==> src/rtl/lru_key_cache_directory_macros.svh <==
// Assertion macros shared by the key cache directory RTL.
// Depends on nothing; the asserting module must provide clk and arst_n.
`ifndef LRU_KEY_CACHE_DIRECTORY_MACROS_SVH
`define LRU_KEY_CACHE_DIRECTORY_MACROS_SVH
`ifndef ASSERT_OFF
`define LKCD_ASSERT_PROP(lbl, prop, msg) \
	lbl: assert property (@(posedge clk) disable iff (!arst_n) prop) else $error(msg);
`define LKCD_ASSERT_NEVER(lbl, expr, msg) \
	lbl: assert property (@(posedge clk) disable iff (!arst_n) !(expr)) else $error(msg);
`else
`define LKCD_ASSERT_PROP(lbl, prop, msg)
`define LKCD_ASSERT_NEVER(lbl, expr, msg)
`endif
`endif

==> src/rtl/lkcd_pkg.sv <==
// Constants and types of the LRU key cache directory.
// Used by lkcd_cell, lru_key_cache_directory and the testbench; depends on nothing.
package lkcd_pkg;
	localparam int ENTRIES    = 8;
	localparam int KEY_BITS   = 64;
	localparam int POS_W      = (ENTRIES > 1) ? $clog2(ENTRIES) : 1;
	localparam int CNT_W      = $clog2(ENTRIES + 1);
	localparam int KEY_W      = 64;
	localparam int SLOT_W     = 3;
	localparam int FILL_W     = 4;
	localparam int IN_DATA_W  = 64;
	localparam int OUT_DATA_W = 80;

	typedef struct packed {
		logic capture;
		logic active;
		logic shift;
		logic is_pos;
	} lkcd_cell_ctl_t;
endpackage

==> src/rtl/lkcd_cell.sv <==
// One recency position of the directory: a key, its slot and a match flag.
// Depends on lkcd_pkg; instantiated in a chain by lru_key_cache_directory.
module lkcd_cell
	import lkcd_pkg::*;
(
	input  logic                clk,
	input  logic                arst_n,
	input  lkcd_cell_ctl_t      ctl,
	input  logic [POS_W-1:0]    idx,
	input  logic [KEY_BITS-1:0] cmp_key,
	input  logic [KEY_BITS-1:0] prev_key,
	input  logic [POS_W-1:0]    prev_slot,
	input  logic                seen_in,
	input  logic [POS_W-1:0]    slot_in,
	output logic [KEY_BITS-1:0] key,
	output logic [POS_W-1:0]    slot,
	output logic                seen_out,
	output logic                first,
	output logic [POS_W-1:0]    slot_out
);
	logic [KEY_BITS-1:0] key_q;
	logic [POS_W-1:0]    slot_x_q;
	logic                match_q;

	// The slot is stored relative to the position index so that reset gives index order.
	always_ff @(posedge clk or negedge arst_n) begin
		if (!arst_n) begin
			slot_x_q <= '0;
			match_q  <= 1'b0;
		end else begin
			if (ctl.capture) begin
				match_q <= ctl.active && (key_q == cmp_key);
			end
			if (ctl.shift) begin
				slot_x_q <= prev_slot ^ idx;
			end
		end
	end

	always_ff @(posedge clk) begin
		if (ctl.shift) begin
			key_q <= prev_key;
		end
	end

	assign key      = key_q;
	assign slot     = slot_x_q ^ idx;
	assign first    = match_q & ~seen_in;
	assign seen_out = seen_in | match_q;
	assign slot_out = ctl.is_pos ? (slot_in | slot) : slot_in;
endmodule

==> src/rtl/lru_key_cache_directory.sv <==
// Top level of the fully associative LRU key cache directory.
// Depends on lkcd_pkg, lkcd_cell and lru_key_cache_directory_macros.svh.
//
// Channel  Dir  Handshake           Payload
// s        in   s_tvalid/s_tready   s_tuser = cmd, s_tdata = key
// m        out  m_tvalid/m_tready   m_tdata = hit, slot, evicted, evicted_key, fill
//
// For each request, the accept edge registers every cell's key compare,
// and the update edge then moves the chosen entry to the front of the cell chain.
// A new request is taken as soon as the previous update has been written.
// The update waits while the output register holds a result not yet taken.
// Reset empties the directory; there is no clearing pass.
`include "lru_key_cache_directory_macros.svh"
module lru_key_cache_directory
	import lkcd_pkg::*;
(
	input  logic                  clk,
	input  logic                  arst_n,
	input  logic                  s_tvalid,
	output logic                  s_tready,
	input  logic [IN_DATA_W-1:0]  s_tdata,  // [63:0] key
	input  logic                  s_tuser,  // [0] cmd
	output logic                  m_tvalid,
	input  logic                  m_tready,
	output logic [OUT_DATA_W-1:0] m_tdata   // [0] hit, [3:1] slot, [4] evicted,
	                                        // [68:5] evicted_key, [72:69] fill
);
	typedef enum logic {
		ST_IDLE,
		ST_UPD
	} state_t;

	state_t                  state_q;
	logic                    cmd_s1;
	logic [KEY_BITS-1:0]     key_s1;
	logic [CNT_W-1:0]        fill_q;
	logic                    m_tvalid_q;
	logic [OUT_DATA_W-1:0]   m_tdata_q;

	logic [KEY_BITS-1:0]     cell_key [ENTRIES];
	logic [POS_W-1:0]        cell_slot [ENTRIES];
	logic [ENTRIES:0]        seen_chain;
	logic [POS_W-1:0]        slot_chain [ENTRIES+1];
	logic [ENTRIES-1:0]      first_vec;
	lkcd_cell_ctl_t          cell_ctl [ENTRIES];

	logic                    capture;
	logic                    upd_go;
	logic                    hit;
	logic                    ins_full;
	logic [POS_W-1:0]        ins_pos;
	logic [POS_W-1:0]        pos_slot;
	logic [CNT_W-1:0]        fill_next;
	logic [KEY_W-1:0]        ev_key;
	logic [ENTRIES-1:0]      slot_present;

	assign s_tready = (state_q == ST_IDLE);
	assign capture  = s_tvalid && s_tready;
	assign upd_go   = (state_q == ST_UPD) && (!m_tvalid_q || m_tready);
	assign hit      = !cmd_s1 && seen_chain[ENTRIES];
	assign ins_full = (fill_q == CNT_W'(ENTRIES));
	assign ins_pos  = ins_full ? POS_W'(ENTRIES - 1) : fill_q[POS_W-1:0];
	assign pos_slot = slot_chain[ENTRIES];

	assign seen_chain[0] = 1'b0;
	assign slot_chain[0] = '0;

	for (genvar p = 0; p < ENTRIES; p++) begin : g_cell
		logic [KEY_BITS-1:0] prev_key;
		logic [POS_W-1:0]    prev_slot;

		if (p == 0) begin : g_head
			assign prev_key  = key_s1;
			assign prev_slot = pos_slot;
		end else begin : g_link
			assign prev_key  = cell_key[p-1];
			assign prev_slot = cell_slot[p-1];
		end

		always_comb begin
			cell_ctl[p].capture = capture;
			cell_ctl[p].active  = CNT_W'(p) < fill_q;
			if (cmd_s1) begin
				cell_ctl[p].is_pos = (POS_W'(p) == ins_pos);
				cell_ctl[p].shift  = upd_go && (POS_W'(p) <= ins_pos);
			end else begin
				cell_ctl[p].is_pos = first_vec[p];
				cell_ctl[p].shift  = upd_go && seen_chain[ENTRIES] && !seen_chain[p];
			end
		end

		lkcd_cell u_cell (
			.clk       (clk),
			.arst_n    (arst_n),
			.ctl       (cell_ctl[p]),
			.idx       (POS_W'(p)),
			.cmp_key   (s_tdata[KEY_BITS-1:0]),
			.prev_key  (prev_key),
			.prev_slot (prev_slot),
			.seen_in   (seen_chain[p]),
			.slot_in   (slot_chain[p]),
			.key       (cell_key[p]),
			.slot      (cell_slot[p]),
			.seen_out  (seen_chain[p+1]),
			.first     (first_vec[p]),
			.slot_out  (slot_chain[p+1])
		);
	end

	always_comb begin
		fill_next = fill_q;
		ev_key    = '0;
		if (cmd_s1) begin
			if (ins_full) begin
				ev_key = KEY_W'(cell_key[ENTRIES-1]);
			end else begin
				fill_next = fill_q + CNT_W'(1);
			end
		end
	end

	always_ff @(posedge clk or negedge arst_n) begin
		if (!arst_n) begin
			state_q    <= ST_IDLE;
			fill_q     <= '0;
			m_tvalid_q <= 1'b0;
			cmd_s1     <= 1'b0;
			key_s1     <= '0;
			m_tdata_q  <= '0;
		end else begin
			if (upd_go) begin
				m_tvalid_q <= 1'b1;
			end else if (m_tready) begin
				m_tvalid_q <= 1'b0;
			end
			unique case (state_q)
				ST_IDLE: begin
					if (capture) begin
						cmd_s1  <= s_tuser;
						key_s1  <= s_tdata[KEY_BITS-1:0];
						state_q <= ST_UPD;
					end
				end
				ST_UPD: begin
					if (upd_go) begin
						fill_q     <= fill_next;
						m_tdata_q  <= {7'd0,
						               FILL_W'(fill_next),
						               ev_key,
						               cmd_s1 && ins_full,
						               SLOT_W'(pos_slot),
						               hit};
						state_q    <= ST_IDLE;
					end
				end
				default: begin
					state_q <= ST_IDLE;
				end
			endcase
		end
	end

	assign m_tvalid = m_tvalid_q;
	assign m_tdata  = m_tdata_q;

	always_comb begin
		slot_present = '0;
		for (int i = 0; i < ENTRIES; i++) begin
			slot_present[cell_slot[i]] = 1'b1;
		end
	end

	`LKCD_ASSERT_NEVER(a_fill_range, fill_q > CNT_W'(ENTRIES), "fill beyond capacity")
	`LKCD_ASSERT_PROP(a_first_onehot, $onehot0(first_vec), "more than one first match")
	`LKCD_ASSERT_PROP(a_slot_perm, &slot_present, "slot order is not a permutation")
	`LKCD_ASSERT_PROP(a_fill_grow, (upd_go && cmd_s1) |=> (fill_q != '0), "insert left no entry")
endmodule

==> config.mk <==
export PLATFORM = sky130hd
export DESIGN_NAME = lru_key_cache_directory
export DESIGN_NICKNAME = d
export VERILOG_FILES = /design/src/rtl/lkcd_pkg.sv /design/src/rtl/lkcd_cell.sv /design/src/rtl/lru_key_cache_directory.sv
export VERILOG_INCLUDE_DIRS = /design/src /design/src/rtl
export SDC_FILE = /design/constraint.sdc
export NUM_CORES = 1
export LEC_CHECK = 0
export BUFFER_PORTS_ARGS = -buffer_cell sky130_fd_sc_hd__buf_2
export CAP_MARGIN = 10
export CELL_PAD_IN_SITES_DETAIL_PLACEMENT = 1
export CELL_PAD_IN_SITES_GLOBAL_PLACEMENT = 2
export CORE_ASPECT_RATIO = 0.9
export CORE_UTILIZATION = 48
export CTS_CLUSTER_SIZE = 40
export DETAILED_ROUTE_END_ITERATION = 7
export GPL_ROUTABILITY_DRIVEN = 0
export PLACE_DENSITY = 0.95
export SLEW_MARGIN = 20
export SYNTH_ARGS = -nofsm -noshare
export SYNTH_HDL_FRONTEND = slang
export SYNTH_SLANG_ARGS = --single-unit
==> constraint.sdc <==
create_clock -name clk -period 11.8 [get_ports clk]
set_input_delay 1.77 -clock clk [delete_from_list [all_inputs] [get_ports clk]]
set_output_delay 1.77 -clock clk [all_outputs]
set_load 0.02 [all_outputs]
==> results of run 1 <==
sequential cells by signal, indices dropped and copies added, names as in the netlist:
name	flops
g_cell.u_cell.slot_x_q	24
g_cell.u_cell.key	512
state_q	1
g_cell.u_cell.match_q	8
cmd_s1	1
m_tdata	69
m_tvalid	1
g_cell.prev_key	64
fill_q	4
placed cells by master, fill, tap and decap left out, drive strengths merged, types with 5 or more instances in the layout:
cell / count
a21oi: 15
a221oi: 5
a222oi: 6
a22o: 72
a22oi: 6
and3: 7
buf: 156
clkbuf: 102
clkinv: 16
clkinvlp: 6
conb: 7
dfrtp: 172
edfxtp: 512
inv: 66
mux2: 14
mux2i: 7
nand2: 155
nand2b: 26
nand3: 12
nand4: 93
nor2: 16
nor2b: 6
nor3: 14
nor4: 53
o2111ai: 8
o211ai: 5
o21ai: 42
o221ai: 8
o22ai: 13
o2bb2ai: 7
o31ai: 9
xnor2: 326
xor2: 122
final cells by class:
cell class / instances / share of cell area (%)
clock buffers: 101 / 6.34
clock inverters: 25 / 0.686
inverters: 66 / 0.776
multi-input cells: 1088 / 24.9
flip-flops and latches: 684 / 61.7
well taps: 774 / 3.04
repair buffers: 157 / 2.60
layer usage:
layer	part of all wire [%]	wire [microns]	track usage, %	up-vias
met1	37	34300	40.3	9035
met2	47	42800	49.3	1121
met3	9.8	9010	5.83	290
met4	6.0	5470	16.8	2
li1	-	-	-	7282
met5	0.014	13	0	-
worst min-delay path by stage:
stage,start,endpoint,slack [ns],cells after the start
floorplan,g_cell[0].prev_key[0],g_cell[0].u_cell.key[0],0.42,0
global placement,g_cell[0].prev_key[10],g_cell[0].u_cell.key[10],0.43,0
detailed placement,g_cell[0].prev_key[1],g_cell[0].u_cell.key[1],0.43,0
CTS,g_cell[0].prev_key[1],g_cell[0].u_cell.key[1],0.44,0
global route,g_cell[0].prev_key[1],g_cell[0].u_cell.key[1],0.45,0
finish,g_cell[0].prev_key[31],g_cell[0].u_cell.key[31],0.44,0
metrics by stage:
stage | utilization, % | area (sq um) | std cells
after global placement | 50.9 | 29700 | 2769
after CTS | 54.7 | 31900 | 2895
after global routing | 54.7 | 31900 | 2895
after detailed placement | 50.9 | 29700 | 2769
final | 54.7 | 31900 | 2895
after floorplan | - | 28300 | 1950
power by group through the flow:
| stage | Sequential [mW] | Clock (mW) | Combinational (mW) |
|---|---|---|---|
| final | 3.08 | 2.19 | 0.717 |
| after global routing | 3.09 | 2.28 | 0.755 |
| after CTS | 3.07 | 2.20 | 0.707 |
| after detailed placement | 3.12 | 0 | 0.698 |
| after global placement | 3.09 | 0 | 0.660 |
| after floorplan | 3.04 | 0 | 0.433 |
critical path, delay by kind of cell:
family	cells	cell delay, ns
buf+inv	3	0.93
simple gates	2	0.76
compound gates	1	0.33
cell families after synthesis:
family	count (synthesis)	share of synthesized area, %
xor+xnor	448	13.9
buf+inv	178	2.64
simple gates	393	7.21
compound gates	216	5.78
fa+ha+maj	3	0.133
mux	21	0.805
other cells	1	0.0133
flops	684	69.5
==> out/metrics.yaml, run 1 <==
status: "completed"
hold_viol_final: 0
setup.worst_path.start_class: "input port"
async_reset_ff_share_pct: 25.1
area_delta_synth_final_pct: 12.8
drc: 0
cp_max_fo: 64
dieArea_sq_mm: 0.0599
pwr-share-seq_pct: 51.4
die_h_microns: 232
ys_types: 57
synth-warning-count: 0
max_freq_mhz: 273
fin_crit_ns: 3.66
dp_worst_setup_slack_ns: 7.55
period_share_pct: 31.1
powerDensity_mw_per_mm2: 188
clk_latency_ns: 0.62
htreeDepth: 3
fillers: 5568
crit_path_start: "m_tready"
synth_top_area_cell: "edfxtp_1"
io_pins: 151
grt_pass1_wl_mm: 132
syn_avg_cell_area_sq_um: 14.6
slew_headroom_pct: 36.5
multi_input_area_sq_mm: 0.00794
drt-initial-drc-count: 2251
ant_nets: 0
vias: 17730
synth.most_common_cell: "edfxtp_1"
synth_top_area_share_pct: 54.3
setup_ws_ns: 8.14
synth_edf_count: 512
cp.required_ns: 12.03
cts_root_buf: "clkbuf_16"
ys_seq_area_share_pct: 69.5
slowest_stage: "buf_4"
r2r_end: "g_cell[6].u_cell.key[17]"
hpwl_mm: 68.2
rsz0062_at_grt: "no"
endpoint_kind: "register"
fin_setup_tns_ns: 0
hold_class: "reg -> reg"
finalSetupViolCount: 0
cts_tree: "built"
clockBufferDepth: 3
ff2ff_path_depth: 8
p_total_mw: 5.99
nets: 2139
grt_overflow_total: 0
grt_pass1_vias: 18786
whs_ns: 0.441
synth_ff_type: "edfxtp_1"
cp.arrival_ns: 3.89
grt_use_total_pct: 31.0
synth-seq-cells: 684
routed_wl_mm: 91.6
wl_per_cell_microns: 31.6
regArea_sq_mm: 0.0197
worstMarginPinSlew_ns: 0.953
postCtsHoldBufs: 0
drive_gt1_share_pct: 13.7
start_util_pct: 48.5
ys_top_cells_by_area: "edfxtp_1, dfrtp_1, xnor2_1, xor2_1, a22o_1"
die_x_microns: 258
via_per_inst: 6.12
combPwrFrac_pct: 12.0
slew_viol_final: 0
cts_made_buffers: 70
drt-pass1-iter-count: 5
synth_common_cells: "edfxtp_1, xnor2_1, dfrtp_1, nand2_1, xor2_1"
peakVddDrop_v: 0.000119
drv_cap: 0
clkTransAtPathRegs_ns: 0.06
grt_max_degree: 79
postCtsSetupBuffers: 0
rr_startpoint: "fill_q[1]"
finClkSkew_ns: 0.0259
cts.sinks: 684
swShare_pct: 27.3
diodes: 0
path_cells: "buf_2 > nand2b_1 > and2_1 > o31ai_1 > inv_2 > buf_4"
pwr-share-clk_pct: 36.6
crit_end: "g_cell[0].u_cell.key[11]"
core-area_sq_mm: 0.0583
netlist_instances: 1944
leakage_nw: 11.5
rows: 84
critPathKind: "in -> reg"
antenna_found_initial: 1
p_int_mw: 4.35
synthesis.area_sq_mm: 0.0283
p_sw_mw: 1.63
cts-resized-gates: 0
portBuffers: 143
max_stage_delay_ns: 0.70
r2r_setup_slack_ns: 8.20
(Power assumes the default switching activity.)
==> run 2: changes to the inputs <==
Settings changed: CORE_UTILIZATION 48 to 40, PLACE_DENSITY 0.95 to 0.86.
Clock period 11.8 ns to 3.17 ns, I/O delays scaled along.
==> out/metrics.yaml, run 2 (synthesis results as in run 1) <==
leakage_nw: 11.8  # +2.5%
p_sw_mw: 6.20  # +280%
drt-initial-drc-count: 2232  # -0.84%
grt_max_degree: 74  # -6.3%
top_layer: "met4"
fillers: 7001  # +26%
setup.worst_path.start_class: "register"
wl_met2_mm: 43.3  # +1.3%
met3_wirelength_mm: 8.65  # -4.1%
cts_made_buffers: 75  # +7.1%
hpwl_mm: 71.1  # +4.4%
drc: 0  # unchanged
wl_met1_mm: 36.2  # +5.6%
grt_pass1_vias: 18436  # -1.9%
wl_per_cell_microns: 30.2  # -4.6%
portBuffers: 143  # unchanged
rr_startpoint: "fill_q[0]"
placed_area_sq_mm: 0.0303  # +2.1%
die_h_microns: 254  # +9.5%
cts-resized-gates: 0  # unchanged
max_freq_mhz: 338
vias: 17681  # -0.28%
routed_wl_mm: 93.9  # +2.5%
critPathKind: "reg -> reg"
finClkSkew_ns: 0.0307  # +0.00488 ns
hold_viol_final: 0  # unchanged
drive_gt1_share_pct: 15.3  # +1.6 points
io_pins: 151  # unchanged
grt_overflow_total: 0  # unchanged
cts_tree: "built"
rsz0062_at_grt: "no"
nets: 2183  # +2.1%
rows: 92  # +9.5%
drt-pass1-iter-count: 5  # unchanged
grt_use_total_pct: 26.4  # -4.6 points
htreeDepth: 3  # unchanged
pwr-share-seq_pct: 49.9  # -1.5 points
cp_max_fo: 10  # -84%
fin_area_sq_mm: 0.0327  # +2.4%
cp.arrival_ns: 3.40  # -0.49 ns
combPwrFrac_pct: 12.4  # +0.4 points
status: "completed"
layout_common_cells: "edfxtp_1, xnor2_1, dfrtp_1"
ant_nets: 0  # unchanged
fin_crit_ns: 2.96
clkTransAtPathRegs_ns: 0.06  # about the same
area_delta_synth_final_pct: 15.5
slew_headroom_pct: 24.8  # -12 points
finalSetupViolCount: 0  # unchanged
worstMarginPinSlew_ns: 1.12  # +0.165 ns
dieArea_sq_mm: 0.0718  # +20%
peakVddDrop_v: 0.000378  # +220%
fin_setup_tns_ns: 0  # unchanged
drv_cap: 0  # unchanged
core-area_sq_mm: 0.0700  # +20%
clockBufferDepth: 3  # unchanged
endpoint_kind: "register"
hold_class: "in -> reg"
cts_root_buf: "clkbuf_16"
clk_latency_ns: 0.62  # about the same
start_util_pct: 40.4  # -8.1 points
slew_viol_final: 0  # unchanged
antenna_found_initial: 4  # +3
grt_pass1_wl_mm: 133  # +1.3%
crit_path_start: "fill_q[0]"
cp.required_ns: 3.61  # -8.42 ns
largest_reg_flops: 512  # unchanged
die_x_microns: 282  # +9.5%
powerDensity_mw_per_mm2: 697  # +270%
period_share_pct: 93.5
via_per_inst: 5.68  # -7.2%
final_common_cell: "edfxtp_1"
p_int_mw: 16.6  # +280%
swShare_pct: 27.2  # -0.046 points
pwr-share-clk_pct: 37.7  # +1.1 points
cts.sinks: 684  # unchanged
min-delay-start: "s_tuser"
[run 2: cell count changes in the layout (fill, tap and decap cells not counted), moves of 4 or more]
| cell | before | now |
|---|---|---|
| buf_4 | 14 | 44 |
| clkbuf_16 | 73 | 80 |
| clkbuf_8 | 10 | 6 |
| clkbuf_1 | 19 | 25 |
| buf_12 | 0 | 8 |
[run 2: stage by stage]
step                      power, mW  hold WS [ns]  setup slack (ns)  utilization [%]  instances
final                          22.8        0.0677             0.207             46.7       3111
after global routing           23.4        0.0673            0.0984             46.7       3111
after CTS                      22.8        0.0451             0.301             46.7       3109
after detailed placement       14.3         0.430             0.237             43.3       2973
after global placement         14.1         0.427             0.237             43.3       2973
after floorplan                12.9         0.180           0.00339                -       1950
[run 2: power by group through the flow]
| stage | logic, mW | clock network (mW) | registers (mW) |
|---|---|---|---|
| 4_1_cts | 2.81 | 8.66 | 11.3 |
| 6_report | 2.83 | 8.59 | 11.4 |
| 2_1_floorplan | 1.63 | 0 | 11.3 |
| 5_1_grt | 2.97 | 8.98 | 11.4 |
| 3_5_place_dp | 2.78 | 0 | 11.5 |
| 3_3_place_gp | 2.68 | 0 | 11.4 |
[run 2: area by class of cell]
type	instances	area (sq um)	area share [%]
Clock buffer	110	2160	6.63
Clock inverter	25	214	0.655
Sequential cell	684	19700	60.2
Timing Repair Buffer	196	1220	3.75
Antenna cell	2	5.00	0.0153
Tap cell	940	1180	3.60
Inverter	66	255	0.781
Multi-Input combinational cell	1088	7950	24.3
[run 2: worst max-delay path: stages (launching register included)]
cell and delay, ns:
dfrtp_1 0.53, inv_1 0.13, ha_1 0.29, a2111oi_0 0.92
and3_1 0.34, nand4_1 0.10, o31ai_1 0.48
[run 2: final timing paths]
kind	endpoint	slack [ns]	cells after the start
worst max-delay path	g_cell[0].u_cell.match_q	0.21	6
min in group asynchronous	m_tdata[61]	0.43	2
worst min register to register	g_cell[0].u_cell.key[15]	0.44	0
worst min-delay path	cmd_s1	0.07	3
worst max register to register	g_cell[0].u_cell.match_q	0.21	6
max in group asynchronous	m_tdata[54]	1.79	3
[run 2: layer usage]
| layer | GRT usage, % | vias to the layer above |
|---|---|---|
| met5 | 0 | - |
| met4 | 14.9 | 0 |
| met3 | 4.48 | 261 |
| met2 | 41.5 | 1072 |
| met1 | 34.7 | 8954 |
| li1 | - | 7394 |
[run 2: repair_timing]
item | CTS | global route
endpoints found under the hold margin | 48 | 0
hold buffers | 1 | 0
buffers inserted | 0 | 0
==> run 3: changes to the inputs <==
Settings changed: CORE_UTILIZATION 40 to 41, SYNTH_HIERARCHICAL set to 1.
==> out/metrics.yaml, run 3 <==
status: "finished, violations left"
violations: "setup timing"
final_common_cell: "edfxtp_1"
layout_common_cells: "edfxtp_1, xnor2_1, dfrtp_1"
hold_viol_final: 0  # unchanged
drv_cap: 0  # unchanged
p_int_mw: 18.4  # +11%
clkTransAtPathRegs_ns: 0.06  # about the same
pwr-share-seq_pct: 47.9  # -2.0 points
period_share_pct: 106  # +12 points
grt_use_total_pct: 21.2  # -5.2 points
powerDensity_mw_per_mm2: 727  # +4.2%
leakage_nw: 12.8  # +8.1%
synth_top_area_share_pct: 53.8  # -0.52 points
synth-warning-count: 6  # +6
finClkSkew_ns: 0.0173  # -0.0134 ns
max_freq_mhz: 298  # -12%
drt-initial-drc-count: 1252  # -44%
swShare_pct: 27.9  # +0.73 points
grt_overflow_total: 0  # unchanged
dieArea_sq_mm: 0.0707  # -1.5%
rsz0062_at_grt: "yes"
combPwrFrac_pct: 18.0  # +5.6 points
ys_seq_area_share_pct: 68.9  # -0.66 points
grt_pass1_wl_mm: 113  # -15%
htreeDepth: 3  # unchanged
clockBufferDepth: 3  # unchanged
hold_class: "in -> reg"
cts_made_buffers: 72  # -4.0%
grt_max_degree: 74  # unchanged
diodes: 0  # -2
critPathKind: "reg -> reg"
wl_per_cell_microns: 24.9  # -17%
pwr-share-clk_pct: 34.1  # -3.6 points
clk_latency_ns: 0.62  # about the same
die_x_microns: 280  # -0.75%
fin_crit_ns: 3.35  # +0.388 ns
hpwl_mm: 51.2  # -28%
setup_ws_ns: -0.181  # -0.388 ns
portBuffers: 143  # unchanged
largest_reg_flops: 512  # unchanged
grt_pass1_vias: 18659  # +1.2%
fin_cells: 3210  # +3.2%
die_h_microns: 252  # -0.75%
synth.most_common_cell: "edfxtp_1"
drt-pass1-iter-count: 8  # +3
synth-seq-cells: 684  # unchanged
peakVddDrop_v: 0.000385  # +1.7%
finalSetupViolCount: 526  # +526
synth_common_cells: "edfxtp_1, xnor2_1, dfrtp_1, xor2_1"
cp.required_ns: 3.56  # -0.05 ns
cts_root_buf: "clkbuf_16"
via_per_inst: 5.38  # -5.3%
antenna_found_initial: 1  # -3
cp.arrival_ns: 3.74  # +0.34 ns
fin_setup_tns_ns: -46.08  # -46.08 ns
drive_gt1_share_pct: 21.4  # +6.1 points
ys_top_cells_by_area: "edfxtp_1, dfrtp_1, xnor2_1, xor2_1, a22o_1"
utilization_pct: 51.1  # +4.4 points
placed_area_sq_mm: 0.0313  # +3.3%
slew_viol_final: 0  # unchanged
endpoint_kind: "register"
syn_avg_cell_area_sq_um: 15.4  # +5.8%
core-area_sq_mm: 0.0688  # -1.7%
netlist_instances: 1856  # -4.5%
cts.sinks: 684  # unchanged
cp_max_fo: 7  # -3
synthesis.area_sq_mm: 0.0286  # +0.96%
area_delta_synth_final_pct: 22.9
drc: 0  # unchanged
whs_ns: 0.0867  # +0.0190 ns
start_util_pct: 41.5  # +1.1 points
cts_tree: "built"
ant_nets: 0  # unchanged
nets: 2293  # +5.0%
async_reset_ff_share_pct: 25.1  # unchanged
synth_top_area_cell: "edfxtp_1"
worstMarginPinSlew_ns: 1.07  # -0.0465 ns
vias: 17277  # -2.3%
synth_ff_type: "edfxtp_1"
dp_worst_setup_slack_ns: -0.311  # -0.548 ns
slew_headroom_pct: 28.5  # +3.7 points
synth_edf_count: 512  # unchanged
fin_area_sq_mm: 0.0351  # +7.5%
p_total_mw: 25.5  # +12%
routed_wl_mm: 80.1  # -15%
setup.worst_path.start_class: "register"
dp_cells: 3009  # +1.2%
rows: 91  # -1.1%
io_pins: 151  # unchanged
ys_types: 43  # -25%
p_sw_mw: 7.13  # +15%
-- run 3: cell types whose count changed after synthesis, moves of 13 or more --
cell	change
xnor2_1	+19
o21ai_0	-38
inv_1	+32
buf_2	-13
a21o_1	+29
o2bb2ai_1	+20
mux2_2	+39
nor2_1	+36
clkbuf_1	-69
xor2_1	+15
mux2_1	+16
nand2_1	-145
a21oi_1	+17
nand2b_1	-24
-- run 3: final timing paths --
kind	from	endpoint	slack [ns]	cells past startpoint
setup / recovery	g_cell[0].u_cell/match_q	g_cell[7].u_cell/key[49]	-0.18	14
max in group asynchronous	arst_n	m_tdata[64]	1.77	3
hold / removal	s_tuser	cmd_s1	0.09	3
min in group asynchronous	arst_n	g_cell[0].prev_key[63]	0.41	2
setup reg to reg	g_cell[0].u_cell/match_q	g_cell[7].u_cell/key[49]	-0.18	14
hold reg to reg	g_cell[0].prev_key[39]	g_cell[0].u_cell/key[39]	0.44	0
-- run 3: cell families after synthesis --
kind of cell	synth area share, %
adders and majority gates	0.131
muxes	2.72
other	0.0263
buffers and inverters	2.15
DFF	68.9
xor gates and xnor gates	14.8
AOI/OAI and AO/OA	6.44
and+or+nand+nor	4.87
-- run 3: final cells by class --
| cell class | count | area, sq um |
|---|---|---|
| fillers | 6626 | 33700 |
| flip-flops and latches | 684 | 19700 |
| multi-input cells | 1095 | 8820 |
| repair buffers | 269 | 2660 |
| clock buffers | 107 | 2110 |
| well taps | 930 | 1160 |
| inverters | 99 | 372 |
| clock inverters | 26 | 308 |
-- run 3: power groups by stage --
stage / logic (mW) / clock network, mW / registers [mW]
after floorplan: 2.17 / 0 / 12.4
after global placement: 3.62 / 0 / 12.2
after detailed placement: 3.81 / 0 / 12.3
after CTS: 4.20 / 8.78 / 12.2
after global routing: 4.89 / 9.13 / 12.4
final: 4.60 / 8.70 / 12.2
-- run 3: per-layer routing --
layer / global-route usage (%) / wire, microns
met1: 27.1 / 32100
met2: 37.0 / 41800
met3: 3.50 / 4150
met4: 6.06 / 2020
met5: 0 / 0
-- run 3: what timing repair did --
action,4_1_cts,5_1_grt
endpoints found under the hold margin,70,0
hold buffers,1,0
resized for setup,26,54
gates cloned,14,32
setup endpoints to repair,536,536
pin swaps,4,6
setup buffers,21,12
-- run 3: critical path: stages, from the launching register on --
cell and delay, ns:
dfrtp_1 0.38, or2_4 0.23, or2_4 0.25, or2_4 0.25, or2_4 0.24, or2_4 0.23, or2_4 0.23, or2_4 0.24
or2_4 0.26, nand2b_4 0.08, o22a_1 0.17, a21oi_4 0.08, buf_12 0.18, buf_12 0.14, buf_16 0.13
